[config.mk]
export PLATFORM = sky130hd
export DESIGN_NAME = pid_controller_pos_inc_core
export DESIGN_NICKNAME = d
export VERILOG_FILES = /design/src/pcpi_pkg.sv /design/src/pcpi_front.sv /design/src/pcpi_queue.sv /design/src/pcpi_back.sv /design/src/pid_controller_pos_inc_core.sv
export SDC_FILE = /design/constraint.sdc
export NUM_CORES = 2
export LEC_CHECK = 0
export BUFFER_PORTS_ARGS = -buffer_cell sky130_fd_sc_hd__buf_2
export CAP_MARGIN = 10
export CORE_UTILIZATION = 55
export DETAILED_ROUTE_END_ITERATION = 10
export GPL_ROUTABILITY_DRIVEN = 1
export PLACE_DENSITY = 0.82
export SLEW_MARGIN = 20
export SYNTH_ARGS = -nofsm -noshare
export SYNTH_HDL_FRONTEND = slang
export SYNTH_SLANG_ARGS = --single-unit
[constraint.sdc]
create_clock -name i_clk -period 18.7 [get_ports i_clk]
set_input_delay 0.935 -clock i_clk [delete_from_list [all_inputs] [get_ports i_clk]]
set_output_delay 0.935 -clock i_clk [all_outputs]
set_load 0.03 [all_outputs]
[src/pcpi_pkg.sv]
// ----------------------------------------------------------------------------
// pcpi_pkg
// Shared types and constants of the positional/incremental PID core.
// ----------------------------------------------------------------------------
package pcpi_pkg;

    localparam int GAIN_W      = 16;
    localparam int LIMIT_W     = 15;
    localparam int ACC_W       = 48;
    // Widest coefficient is -kp - 2*kd, which needs two bits above a gain.
    localparam int COEF_W      = GAIN_W + 2;
    localparam int QUEUE_DEPTH = 8;
    localparam int QPTR_W      = $clog2(QUEUE_DEPTH);
    localparam int QCNT_W      = $clog2(QUEUE_DEPTH + 1);
    localparam int CFG_IDX_W   = 3;

    typedef enum logic [CFG_IDX_W-1:0] {
        CFG_MODE       = 3'd0,
        CFG_PROP_GAIN  = 3'd1,
        CFG_INTEG_GAIN = 3'd2,
        CFG_DERIV_GAIN = 3'd3,
        CFG_OUT_MIN    = 3'd4,
        CFG_OUT_MAX    = 3'd5,
        CFG_INTEG_LIM  = 3'd6
    } t_cfg_idx;

    typedef enum logic {
        MODE_POSITIONAL  = 1'b0,
        MODE_INCREMENTAL = 1'b1
    } t_mode;

    typedef struct packed {
        logic signed [GAIN_W-1:0] kp;
        logic signed [GAIN_W-1:0] ki;
        logic signed [GAIN_W-1:0] kd;
    } t_gains;

endpackage

[src/pcpi_front.sv]
// ----------------------------------------------------------------------------
// pcpi_front
// Accepts samples, forms the error, keeps the error history and computes the
// gain products and their sums in a three-stage pipeline feeding the queue.
// ----------------------------------------------------------------------------
module pcpi_front #(
    parameter int DATA_WIDTH = 16,
    parameter int PROD_W     = pcpi_pkg::COEF_W + DATA_WIDTH + 1,
    parameter int ENTRY_W    = 3 + (PROD_W + 1) + (PROD_W + 2)
) (
    input  logic                            i_clk,
    input  logic                            i_rst_n,
    input  logic                            i_valid,
    output logic                            o_stall,
    input  logic signed [DATA_WIDTH-1:0]    i_setpoint,
    input  logic signed [DATA_WIDTH-1:0]    i_feedback,
    input  pcpi_pkg::t_mode                 i_mode,
    input  pcpi_pkg::t_gains                i_gains,
    input  logic [pcpi_pkg::QCNT_W-1:0]     i_q_count,
    output logic                            o_push,
    output logic [ENTRY_W-1:0]              o_entry
);

    localparam int ERR_W = DATA_WIDTH + 1;
    localparam int CW    = pcpi_pkg::COEF_W;
    localparam int OCC_W = pcpi_pkg::QCNT_W + 1;

    logic                   accept;
    logic signed [ERR_W-1:0] err;

    logic signed [ERR_W-1:0] r_ep, r_ep2;

    // Stage 1: error samples.
    logic                    r1_v;
    pcpi_pkg::t_mode         r1_mode;
    logic signed [ERR_W-1:0] r1_e, r1_ep, r1_ep2;

    // Stage 2: products.
    logic                     r2_v;
    pcpi_pkg::t_mode          r2_mode;
    logic                     r2_epos, r2_eneg;
    logic signed [PROD_W-1:0] r2_ma, r2_mb, r2_mc;

    // Stage 3: proportional/derivative term and accumulator increment.
    logic                       r3_v;
    pcpi_pkg::t_mode            r3_mode;
    logic                       r3_epos, r3_eneg;
    logic signed [PROD_W:0]     r3_pterm;
    logic signed [PROD_W+1:0]   r3_delta;

    logic signed [CW-1:0]     kp_x, ki_x, kd_x, c_a, c_b, c_c;
    logic signed [ERR_W-1:0]  x_c;
    logic signed [PROD_W-1:0] n_ma, n_mb, n_mc;
    logic signed [PROD_W:0]   sum_ab;
    logic [OCC_W-1:0]         occupancy;

    // Items in flight are counted against the queue so that the front never
    // has to stall once an item has entered it.
    assign occupancy = OCC_W'(i_q_count) + OCC_W'(r1_v) + OCC_W'(r2_v) + OCC_W'(r3_v);
    assign o_stall   = (occupancy >= OCC_W'(pcpi_pkg::QUEUE_DEPTH));
    assign accept    = i_valid && !o_stall;

    assign err = ERR_W'(i_setpoint) - ERR_W'(i_feedback);

    always_comb begin
        kp_x = CW'(i_gains.kp);
        ki_x = CW'(i_gains.ki);
        kd_x = CW'(i_gains.kd);
        if (r1_mode == pcpi_pkg::MODE_INCREMENTAL) begin
            c_a = kp_x + ki_x + kd_x;
            c_b = -kp_x - (kd_x <<< 1);
            c_c = kd_x;
            x_c = r1_ep2;
        end else begin
            c_a = kp_x + kd_x;
            c_b = -kd_x;
            c_c = ki_x;
            x_c = r1_e;
        end
        n_ma = PROD_W'(c_a) * PROD_W'(r1_e);
        n_mb = PROD_W'(c_b) * PROD_W'(r1_ep);
        n_mc = PROD_W'(c_c) * PROD_W'(x_c);
        sum_ab = (PROD_W + 1)'(r2_ma) + (PROD_W + 1)'(r2_mb);
    end

    always_ff @(posedge i_clk) begin
        if (!i_rst_n) begin
            r_ep  <= '0;
            r_ep2 <= '0;
            r1_v  <= 1'b0;
            r2_v  <= 1'b0;
            r3_v  <= 1'b0;
        end else begin
            r1_v <= accept;
            r2_v <= r1_v;
            r3_v <= r2_v;
            if (accept) begin
                r_ep  <= err;
                r_ep2 <= r_ep;
            end
        end
    end

    always_ff @(posedge i_clk) begin
        if (accept) begin
            r1_mode <= i_mode;
            r1_e    <= err;
            r1_ep   <= r_ep;
            r1_ep2  <= r_ep2;
        end
        r2_mode <= r1_mode;
        r2_epos <= (r1_e > 0);
        r2_eneg <= (r1_e < 0);
        r2_ma   <= n_ma;
        r2_mb   <= n_mb;
        r2_mc   <= n_mc;
        r3_mode <= r2_mode;
        r3_epos <= r2_epos;
        r3_eneg <= r2_eneg;
        if (r2_mode == pcpi_pkg::MODE_INCREMENTAL) begin
            r3_pterm <= '0;
            r3_delta <= (PROD_W + 2)'(sum_ab) + (PROD_W + 2)'(r2_mc);
        end else begin
            r3_pterm <= sum_ab;
            r3_delta <= (PROD_W + 2)'(r2_mc);
        end
    end

    assign o_push  = r3_v;
    assign o_entry = {r3_mode, r3_epos, r3_eneg, r3_pterm, r3_delta};

endmodule

[src/pcpi_queue.sv]
// ----------------------------------------------------------------------------
// pcpi_queue
// Small first-in first-out queue between the front and back parts.
// ----------------------------------------------------------------------------
module pcpi_queue #(
    parameter int WIDTH = 8
) (
    input  logic                          i_clk,
    input  logic                          i_rst_n,
    input  logic                          i_push,
    input  logic [WIDTH-1:0]              i_data,
    input  logic                          i_pop,
    output logic                          o_nonempty,
    output logic [WIDTH-1:0]              o_data,
    output logic [pcpi_pkg::QCNT_W-1:0]   o_count
);

    logic [WIDTH-1:0]              r_mem [pcpi_pkg::QUEUE_DEPTH];
    logic [pcpi_pkg::QPTR_W-1:0]   r_wptr, r_rptr;
    logic [pcpi_pkg::QCNT_W-1:0]   r_count;
    logic                          do_pop;

    assign o_nonempty = (r_count != '0);
    assign do_pop     = i_pop && o_nonempty;
    assign o_data     = r_mem[r_rptr];
    assign o_count    = r_count;

    always_ff @(posedge i_clk) begin
        if (!i_rst_n) begin
            r_wptr  <= '0;
            r_rptr  <= '0;
            r_count <= '0;
        end else begin
            if (i_push) begin
                r_wptr <= r_wptr + 1'b1;
            end
            if (do_pop) begin
                r_rptr <= r_rptr + 1'b1;
            end
            if (i_push && !do_pop) begin
                r_count <= r_count + 1'b1;
            end else if (!i_push && do_pop) begin
                r_count <= r_count - 1'b1;
            end
        end
    end

    always_ff @(posedge i_clk) begin
        if (i_push) begin
            r_mem[r_wptr] <= i_data;
        end
    end

endmodule

[src/pcpi_back.sv]
// ----------------------------------------------------------------------------
// pcpi_back
// Updates the accumulator once per queued item and forms the clamped drive
// value in an output register that the downstream side may stall.
// ----------------------------------------------------------------------------
module pcpi_back #(
    parameter int DATA_WIDTH = 16,
    parameter int FRAC_BITS  = 8,
    parameter int PROD_W     = pcpi_pkg::COEF_W + DATA_WIDTH + 1,
    parameter int ENTRY_W    = 3 + (PROD_W + 1) + (PROD_W + 2)
) (
    input  logic                              i_clk,
    input  logic                              i_rst_n,
    input  logic                              i_q_nonempty,
    input  logic [ENTRY_W-1:0]                i_q_data,
    output logic                              o_pop,
    input  logic signed [DATA_WIDTH-1:0]      i_out_min,
    input  logic signed [DATA_WIDTH-1:0]      i_out_max,
    input  logic [pcpi_pkg::LIMIT_W-1:0]      i_integ_limit,
    output logic                              o_valid,
    input  logic                              i_stall,
    output logic signed [DATA_WIDTH-1:0]      o_drive
);

    localparam int ACC_W  = pcpi_pkg::ACC_W;
    localparam int WIDEST = (PROD_W + 2 > ACC_W) ? PROD_W + 2 : ACC_W;
    localparam int SUM_W  = WIDEST + 1;

    pcpi_pkg::t_mode          q_mode;
    logic                     q_mode_bit;
    logic                     q_epos, q_eneg;
    logic signed [PROD_W:0]   q_pterm;
    logic signed [PROD_W+1:0] q_delta;

    logic signed [ACC_W-1:0]  r_accum;
    logic signed [ACC_W-1:0]  n_accum;

    logic                     r_bv;
    pcpi_pkg::t_mode          r_bmode;
    logic signed [PROD_W:0]   r_bpterm;

    logic                     r_ov;
    logic signed [DATA_WIDTH-1:0] r_drive;

    logic                     out_load, b_adv;

    logic signed [SUM_W-1:0]  acc_x, nxt, lim, acc_hi, acc_lo, lo_s, hi_s;
    logic signed [SUM_W-1:0]  lo_x, hi_x, psum, pshift, yv;
    logic                     in_band, opposite;

    assign {q_mode_bit, q_epos, q_eneg, q_pterm, q_delta} = i_q_data;
    assign q_mode = pcpi_pkg::t_mode'(q_mode_bit);

    assign out_load = !r_ov || !i_stall;
    assign b_adv    = !r_bv || out_load;
    assign o_pop    = i_q_nonempty && b_adv;

    // Accumulator update for the item at the head of the queue.
    always_comb begin
        acc_x    = SUM_W'(r_accum);
        nxt      = acc_x + SUM_W'(q_delta);
        lim      = SUM_W'(i_integ_limit) <<< FRAC_BITS;
        acc_hi   = SUM_W'({1'b0, {(ACC_W - 1){1'b1}}});
        acc_lo   = -acc_hi - SUM_W'(1);
        lo_x     = SUM_W'(i_out_min);
        hi_x     = SUM_W'(i_out_max);
        lo_s     = lo_x <<< FRAC_BITS;
        hi_s     = hi_x <<< FRAC_BITS;
        in_band  = (-lim < acc_x) && (acc_x < lim);
        opposite = (acc_x < 0 && q_epos) || (acc_x > 0 && q_eneg);
        n_accum  = r_accum;
        if (q_mode == pcpi_pkg::MODE_INCREMENTAL) begin
            // If inverted, values above the lower bound get the upper bound.
            if (!(lo_s < nxt)) begin
                n_accum = ACC_W'(lo_s);
            end else if (nxt < hi_s) begin
                n_accum = ACC_W'(nxt);
            end else begin
                n_accum = ACC_W'(hi_s);
            end
        end else if (in_band || opposite) begin
            if (nxt > acc_hi) begin
                n_accum = ACC_W'(acc_hi);
            end else if (nxt < acc_lo) begin
                n_accum = ACC_W'(acc_lo);
            end else begin
                n_accum = ACC_W'(nxt);
            end
        end
    end

    // Drive value for the item held in the middle stage.
    always_comb begin
        psum   = SUM_W'(r_accum) + SUM_W'(r_bpterm);
        pshift = psum >>> FRAC_BITS;
        if (r_bmode == pcpi_pkg::MODE_INCREMENTAL) begin
            yv = SUM_W'(r_accum) >>> FRAC_BITS;
        end else if (!(lo_x < pshift)) begin
            yv = lo_x;
        end else if (pshift < hi_x) begin
            yv = pshift;
        end else begin
            yv = hi_x;
        end
    end

    always_ff @(posedge i_clk) begin
        if (!i_rst_n) begin
            r_accum <= '0;
            r_bv    <= 1'b0;
            r_ov    <= 1'b0;
        end else begin
            if (o_pop) begin
                r_accum <= n_accum;
            end
            if (b_adv) begin
                r_bv <= i_q_nonempty;
            end
            if (out_load) begin
                r_ov <= r_bv;
            end
        end
    end

    always_ff @(posedge i_clk) begin
        if (o_pop) begin
            r_bmode  <= q_mode;
            r_bpterm <= q_pterm;
        end
        if (out_load && r_bv) begin
            r_drive <= DATA_WIDTH'(yv);
        end
    end

    assign o_valid = r_ov;
    assign o_drive = r_drive;

endmodule

[src/pid_controller_pos_inc_core.sv]
// ----------------------------------------------------------------------------
// pid_controller_pos_inc_core
// Fixed-point PID controller with positional and incremental modes.
// ----------------------------------------------------------------------------
//  Channel | Handshake                  | Payload
//  --------+----------------------------+---------------------------------
//  sample  | i_valid / o_stall          | i_setpoint, i_feedback
//  drive   | o_valid / i_stall          | o_drive
//  config  | i_cfg_valid / o_cfg_ready  | i_cfg_idx, i_cfg_data
//
// One sample is taken per cycle while o_stall is low. A sample passes through
// three front stages (error, products, sums), the queue, the accumulator stage
// and the output register. The accumulator stage updates once per item. Reset
// clears the accumulator, the error history and the pipeline. A stalled output
// fills the eight-entry queue; the sample side stalls once queued and in-flight
// items reach eight.
// ----------------------------------------------------------------------------
module pid_controller_pos_inc_core #(
    parameter int DATA_WIDTH = 16,
    parameter int FRAC_BITS  = 8
) (
    input  logic                                  i_clk,
    input  logic                                  i_rst_n,
    input  logic                                  i_valid,
    output logic                                  o_stall,
    input  logic signed [DATA_WIDTH-1:0]          i_setpoint,
    input  logic signed [DATA_WIDTH-1:0]          i_feedback,
    output logic                                  o_valid,
    input  logic                                  i_stall,
    output logic signed [DATA_WIDTH-1:0]          o_drive,
    input  logic                                  i_cfg_valid,
    output logic                                  o_cfg_ready,
    input  logic [pcpi_pkg::CFG_IDX_W-1:0]        i_cfg_idx,
    input  logic [((DATA_WIDTH > pcpi_pkg::GAIN_W) ? DATA_WIDTH : pcpi_pkg::GAIN_W)-1:0]
                                                  i_cfg_data
);

    localparam int CFG_W   = (DATA_WIDTH > pcpi_pkg::GAIN_W) ? DATA_WIDTH : pcpi_pkg::GAIN_W;
    localparam int PROD_W  = pcpi_pkg::COEF_W + DATA_WIDTH + 1;
    localparam int ENTRY_W = 3 + (PROD_W + 1) + (PROD_W + 2);

    pcpi_pkg::t_mode                    r_mode;
    pcpi_pkg::t_gains                   r_gains;
    logic signed [DATA_WIDTH-1:0]       r_out_min, r_out_max;
    logic [pcpi_pkg::LIMIT_W-1:0]       r_integ_limit;
    logic                               cfg_wr;
    logic [CFG_W-1:0]                   cfg_data;

    logic                               q_push, q_pop, q_nonempty;
    logic [ENTRY_W-1:0]                 q_din, q_dout;
    logic [pcpi_pkg::QCNT_W-1:0]        q_count;

    assign o_cfg_ready = 1'b1;
    assign cfg_wr      = i_cfg_valid && o_cfg_ready;
    assign cfg_data    = i_cfg_data;

    always_ff @(posedge i_clk) begin
        if (!i_rst_n) begin
            r_mode        <= pcpi_pkg::MODE_POSITIONAL;
            r_gains       <= '0;
            r_out_min     <= {1'b1, {(DATA_WIDTH - 1){1'b0}}};
            r_out_max     <= {1'b0, {(DATA_WIDTH - 1){1'b1}}};
            r_integ_limit <= '1;
        end else if (cfg_wr) begin
            case (i_cfg_idx)
                pcpi_pkg::CFG_MODE:       r_mode        <= pcpi_pkg::t_mode'(cfg_data[0]);
                pcpi_pkg::CFG_PROP_GAIN:  r_gains.kp    <= cfg_data[pcpi_pkg::GAIN_W-1:0];
                pcpi_pkg::CFG_INTEG_GAIN: r_gains.ki    <= cfg_data[pcpi_pkg::GAIN_W-1:0];
                pcpi_pkg::CFG_DERIV_GAIN: r_gains.kd    <= cfg_data[pcpi_pkg::GAIN_W-1:0];
                pcpi_pkg::CFG_OUT_MIN:    r_out_min     <= cfg_data[DATA_WIDTH-1:0];
                pcpi_pkg::CFG_OUT_MAX:    r_out_max     <= cfg_data[DATA_WIDTH-1:0];
                pcpi_pkg::CFG_INTEG_LIM:  r_integ_limit <= cfg_data[pcpi_pkg::LIMIT_W-1:0];
                default: begin
                end
            endcase
        end
    end

    pcpi_front #(
        .DATA_WIDTH (DATA_WIDTH),
        .PROD_W     (PROD_W),
        .ENTRY_W    (ENTRY_W)
    ) u_front (
        .i_clk      (i_clk),
        .i_rst_n    (i_rst_n),
        .i_valid    (i_valid),
        .o_stall    (o_stall),
        .i_setpoint (i_setpoint),
        .i_feedback (i_feedback),
        .i_mode     (r_mode),
        .i_gains    (r_gains),
        .i_q_count  (q_count),
        .o_push     (q_push),
        .o_entry    (q_din)
    );

    pcpi_queue #(
        .WIDTH (ENTRY_W)
    ) u_queue (
        .i_clk      (i_clk),
        .i_rst_n    (i_rst_n),
        .i_push     (q_push),
        .i_data     (q_din),
        .i_pop      (q_pop),
        .o_nonempty (q_nonempty),
        .o_data     (q_dout),
        .o_count    (q_count)
    );

    pcpi_back #(
        .DATA_WIDTH (DATA_WIDTH),
        .FRAC_BITS  (FRAC_BITS),
        .PROD_W     (PROD_W),
        .ENTRY_W    (ENTRY_W)
    ) u_back (
        .i_clk         (i_clk),
        .i_rst_n       (i_rst_n),
        .i_q_nonempty  (q_nonempty),
        .i_q_data      (q_dout),
        .o_pop         (q_pop),
        .i_out_min     (r_out_min),
        .i_out_max     (r_out_max),
        .i_integ_limit (r_integ_limit),
        .o_valid       (o_valid),
        .i_stall       (i_stall),
        .o_drive       (o_drive)
    );

endmodule
After elaboration in Yosys (flattened, before gate mapping)
Memory sizes are Yosys's and may differ from the RTL's. A register that Yosys moved wholly into a read port is not among the register bits.
Index checks and enable logic that the tools add are counted.
Operators by class
  $add $sub $neg: 19
  multiply operators: 3
  equal/unequal tests: 6
  mux-type cells: 20
  reduce and logical (&&, ||, !) cells: 31
  order comparisons: 13
Operator list (number)
  2-to-1 mux 48 bit: 6
  multiplier 18 x 17 -> 35 bit: 3
  2-to-1 mux 18 bit: 3
  adder 48 x 36 -> 49 bit: 1
  adder 48 x 37 -> 49 bit: 1
  > comparator 49 x 48 -> 1 bit, second input constant: 1
  < comparator 24 x 49 -> 1 bit: 1
  < comparator 49 x 24 -> 1 bit: 1
  < comparator 49 x 48 -> 1 bit: 1
  < comparator 49 x 48 -> 1 bit, second input constant: 1
  negation 23 -> 49 bit: 1
  > comparator 48 x 1 -> 1 bit, second input constant: 1
  < comparator 48 x 1 -> 1 bit, second input constant: 1
  < comparator 48 x 24 -> 1 bit: 1
  2-to-1 mux 16 bit: 3
  < comparator 16 x 41 -> 1 bit: 1
  < comparator 41 x 16 -> 1 bit: 1
  adder 36 x 35 -> 37 bit: 1
  2-to-1 mux 37 bit: 1
  adder 35 x 35 -> 36 bit: 1
  negation 16 -> 18 bit: 2
  adder 16 x 16 -> 17 bit: 2
  adder 17 x 16 -> 18 bit: 1
  subtractor 18 x 17 -> 18 bit: 1
  23 further kinds: 55
Word-level totals
  word-level logic and storage cells: 129
  RAM bits: 608
  memories kept: 1
  flip-flop bits (word level): 482
  output and inout port bits: 19
  bits of input ports: 56
Memories
  u_queue.r_mem: depth 8, bits a word 76, read ports 1, clocked after Yosys merged registers in 1, wr ports 1, line pcpi_queue.sv:18  | logic [WIDTH-1:0] r_mem [pcpi_pkg::QUEUE_DEPTH];

Longest topological paths before layout
  depth after elaboration: 8
  depth in mapped cells: 40
  mapped depth without buffers: 39

Cells and area by module
From an unflattened synthesis, not the netlist that was laid out.
Second synthesis, totals
  cells, all modules: 8359
  area total of the unflattened synthesis: 90329.1 µm²
By module, submodules not included
  pcpi_front: cells each 5224, area each 48235.0 µm², instances 1, sequential area each 5985.7 µm²
  pcpi_queue: cells each 947, area each 23418.7 µm², instances 1, sequential area each 18517.8 µm²
  pcpi_back: cells each 1834, area each 14928.1 µm², instances 1, sequential area each 2592.5 µm²
  pid_controller_pos_inc_core: cells each 354, area each 3747.3 µm², instances 1, sequential area each 1921.8 µm²

Worst setup path before layout
Ideal clock, no wire load.
  path kind: register to register
  from: reg r_gains[1] (netlist name)
  to: reg u_front.r2_ma[33]
  arrival: 9.191 ns
  setup slack: 9.437 ns
  required time: 18.628 ns
  buffers on the path: 1
  cell stages (with the launch flop): 40
  setup time: 0.072 ns
  clock period less this slack: 9.263 ns
  cells stage by stage: dfxtp_1 -> inv_1 -> fa_1 -> inv_1 -> ha_1 -> inv_1 -> fa_1 -> nor2b_1 -> o21ai_0 -> a21boi_0 -> o211ai_1 -> a21o_1 -> a31o_2 -> o21ai_0 -> a2111oi_0 -> a21oi_1 -> a21oi_1 -> clkbuf_1 -> [4 not listed] -> fa_1 -> inv_1 -> fa_1 -> fa_1 -> inv_1 -> fa_1 -> inv_1 -> ha_1 -> and3_1 -> o2111a_1 -> and3b_1 -> a31o_2 -> o41a_1 -> a2111oi_0 -> nor2_1 -> o21a_1 -> a31oi_1 -> xnor2_1
Between the ends
  word-level cells in the longest chain between the ends: 3
  elaborated cells between the ends (all ways): 4
  those cells by class: 2 x add/sub; 1 x mul; 1 x mux
Ends and longest elaborated chain
  start: declaration: line pid_controller_pos_inc_core.sv:43  | pcpi_pkg::t_gains r_gains;
  adder 17 x 16 -> 18 bit or adder 16 x 16 -> 17 bit (tied branches): line pcpi_front.sv:70, pcpi_front.sv:75
  2-to-1 mux 18 bit *: line pcpi_front.sv:69  | if (r1_mode == pcpi_pkg::MODE_INCREMENTAL) begin
  multiplier 18 x 17 -> 35 bit *: line pcpi_front.sv:80  | n_ma = PROD_W'(c_a) * PROD_W'(r1_e);
  via u_front.n_ma[33]: line pcpi_front.sv:53  | logic signed [PROD_W-1:0] n_ma, n_mb, n_mc;
  end signal: assignment: line pcpi_front.sv:114  | r2_ma <= n_ma;
  end: declaration: line pcpi_front.sv:42  | logic signed [PROD_W-1:0] r2_ma, r2_mb, r2_mc;
Mark *: on every way through the listed nets, which the timed path passes. The rest lies on a longest branch.
A chain may end at the register's enable or synchronous reset.

Worst setup path after layout
  from: reg r_gains[1] (netlist name)
  to: reg u_front.r2_mb[31]
Between the ends
  word-level cells in the longest chain between the ends: 3
  elaborated cells between the ends (all ways): 4
  those cells by class: 2 x add/sub; 1 x mul; 1 x mux
Ends and longest elaborated chain
  subtractor 18 x 17 -> 18 bit or negation 16 -> 18 bit (tied branches): line pcpi_front.sv:71, pcpi_front.sv:76
  2-to-1 mux 18 bit *: line pcpi_front.sv:69
  multiplier 18 x 17 -> 35 bit *: line pcpi_front.sv:81  | n_mb = PROD_W'(c_b) * PROD_W'(r1_ep);
  via u_front.n_mb[31]: line pcpi_front.sv:53
  end signal: assignment: line pcpi_front.sv:115  | r2_mb <= n_mb;
  end: declaration: line pcpi_front.sv:42
Marked as above.

==> flow_summary_export.csv <==
group,metric,value,unit
run_status,status,"completed",
cells_and_area,areaGrowthSynthToFinish,7.63,%
sta,finalSetupTns,0,ns
placed_design,gp_congestion,0.972,
logic_synthesis,yosysTopAreaCellShare,24.0,%
critical_path,startpoint_type,"register",
global_routing,grt_util_all_layers,30.8,%
route,drtIter0Drc,6231,
clock_tree,cts.sinks,1093,
cells_and_area,fin_nets,10001,
floorplan,die_h,404,um
global_routing,grt_overflow,0,
cells_and_area,drive_gt1_share,8.72,%
logic_synthesis,seq_area_frac_synth,32.6,%
sta,slew_violations,0,
sta,period_share,55.7,%
floorplan,die_w,404,um
sta,finalHoldViolations,0,
logic_synthesis,synth_area_leaders,"edfxtp_1 (24%), fa_1 (21%), ha_1 (10%), dfxtp_1 (8.5%), inv_1 (5.4%)",
global_routing,grt_max_degree,125,
worst_hold_path,hp-class,"register to register",
floorplan,rows,147,
route,drc_errors,0,
clock_tree,post_cts_buffers,0,
sta,setup_viol,0,
route,drt-vias-per-instance,6.02,
clock_tree,cts_resized,0,
logic_synthesis,synth_area,89100,sq um
sta,relSlewSlack,16.7,%
floorplan,core_region_area,161000,sq um
clock_tree,worst_skew_pair.late_latency,0.76,ns
critical_path,crit_fanout,17,
clock_tree,cts_made_buffers,106,
route,drtPass1Iterations,8,
critical_path,required,19.37,ns
logic_synthesis,synth.distinct_cells,85,
sta,clock.fmax,96.0,MHz
floorplan,ios,75,
route,routedWlPerCell,23.8,um
clock_tree,tritoncts,"yes",
placed_design,io_buffers,73,
clock_tree,path_clk_slew,0.07,ns
sta,tightest_slew,1.25,ns
floorplan,die_area,164000,sq um
route,vias,63347,
critical_path,crit_type,"register to register",
critical_path,slowest_delay,0.82,ns
logic_synthesis,synth_ff_type,"edfxtp_1",
logic_synthesis,syn-num-nets,9990,
logic_synthesis,synth_top_cell_by_area,"edfxtp_1",
logic_synthesis,async_reset_ff_share,0,%
critical_path,critPathCaptureType,"register",
logic_synthesis,ys_ff_latch,1093,
global_routing,antenna_found_initial,12,
logic_synthesis,synth.most_common_cell,"inv_1",
route,ant_nets,0,
job,drv_cap,0,
critical_path,r2r_slack,8.28,ns
floorplan,initial_core_util,55.4,%
global_routing,grt_pass1_vias,65293,
route,wl,250000,um
clock_tree,cts.hold.buffers_added,0,
clock_tree,clock-root-buffer,"clkbuf_16",
clock_tree,clockBufferDepth,3,
logic_synthesis,syn_area_per_cell,10.8,sq um
sta,finalClockSkew,0.0851,ns
logic_synthesis,synth.cells.most_frequent,"inv_1 (1280), fa_1 (938), nand2_1 (881)",
sta,rsz0062_at_grt,"no",
logic_synthesis,synthesis.yosys.warnings,0,
sta,fin_crit,10.42,ns
global_routing,grt_pass1_wl,382000,um
placed_design,post-dp-hpwl,187000,um
sta,whs,0.332,ns
critical_path,crit_arrival,11.08,ns
logic_synthesis,synth_edf_count,713,
logic_synthesis,postSynthCellCount,8264,
clock_tree,htreeDepth,3,
critical_path,cpMaxStageDelayCell,"a22o_1",
-- kinds of logic after synthesis --
family,count (synthesis),synth area share (%)
flip-flops,1093,32.6
AND/OR/NAND/NOR,2052,10.9
other,1,0.00421
multiplexers,344,6.19
adder cells (fa/ha/maj),1670,31.4
XOR/XNOR,325,3.20
buffers and inverters,1548,6.55
AO/OA/AOI/OAI,1231,9.22
-- metrics by stage --
step           setup slack [ns]  instance area, sq um  std cells  utilization [%]
3_3_place_gp               8.51                 92000      10324             57.2
5_1_grt                    7.88                 95900      10529             59.6
6_report                   8.28                 95900      10531             59.6
4_1_cts                    8.33                 95800      10526             59.6
2_1_floorplan              9.44                 89100       8264                -
3_5_place_dp               8.33                 92000      10324             57.2
-- flip-flops by register name, summed over array words and instances, names as in the netlist, 16 cells and up, named ones only --
name and flops:
u_back.o_drive 16, r_out_max 16, u_queue.r_mem 608, u_back.r_accum 48
r_gains 48, u_front.r3_delta 37, u_back.r_bpterm 36, u_front.r3_pterm 36
u_front.r2_ma 35, u_front.r2_mb 35, u_front.r1_e 17, u_front.r_ep 17
u_front.r2_mc 35, u_front.r1_ep2 17, u_front.r_ep2 17, u_front.r1_ep 17
r_out_min 16
-- critical path: cells and delay by family (launching register included) --
kind                     cells  cell delay, ns
adder cells (fa/ha/maj)      9            3.98
AO/OA/AOI/OAI               18            4.68
flip-flops                   1            0.49
buffers and inverters        6            0.41
XOR/XNOR                     1            0.22
AND/OR/NAND/NOR              3            0.55
-- path summary, 6_finish.rpt --
check             startpoint           endpoint  cells after the start
max               r_gains[1]  u_front.r2_mb[31]                     37
min          u_front.r2_eneg    u_front.r3_eneg                      0
max reg2reg       r_gains[1]  u_front.r2_mb[31]                     37
min reg2reg  u_front.r2_eneg    u_front.r3_eneg                      0
-- routing by layer --
metal  vias up  GRT usage [%]  wire length [um]
met5         -              0                21
met4         4           19.1             18100
met3       775           5.60             21400
met2      3011           50.4            118000
met1     31707           37.8             92400
li1      27850              -                 -
-- final cells by class --
type	count	area (sq um)
timing repair buffer	168	1140
fill	12787	64900
clock buffer	140	2930
multi-input combinational	5623	54400
clock inverter	62	828
antenna	2	5.00
tap	2160	2700
sequential	1093	29000
inverter	1283	4820
-- placed cells by master, fill, tap and decap left out, types with 40 or more instances in the layout --
cell type     n
a211oi_1     45
a21o_1      168
a21oi_1     399
and2_1      300
and3_1       49
buf_2        73
buf_4        91
clkbuf_16   108
dfxtp_1     375
edfxtp_1    713
fa_1        938
ha_1        732
inv_1      1279
mux2_2      133
mux2i_1      56
mux4_2      152
nand2_1     881
nand2b_1     73
nand3_1      69
nand4_1      53
nor2_1      331
nor2b_1      98
nor3_1       67
o211ai_1     57
o21a_1       43
o21ai_0     173
o21bai_1     40
xnor2_1     232
xor2_1       93
Power is not shown: default switching activity piles up to over one toggle a cycle in this logic, so the estimate is an artifact.
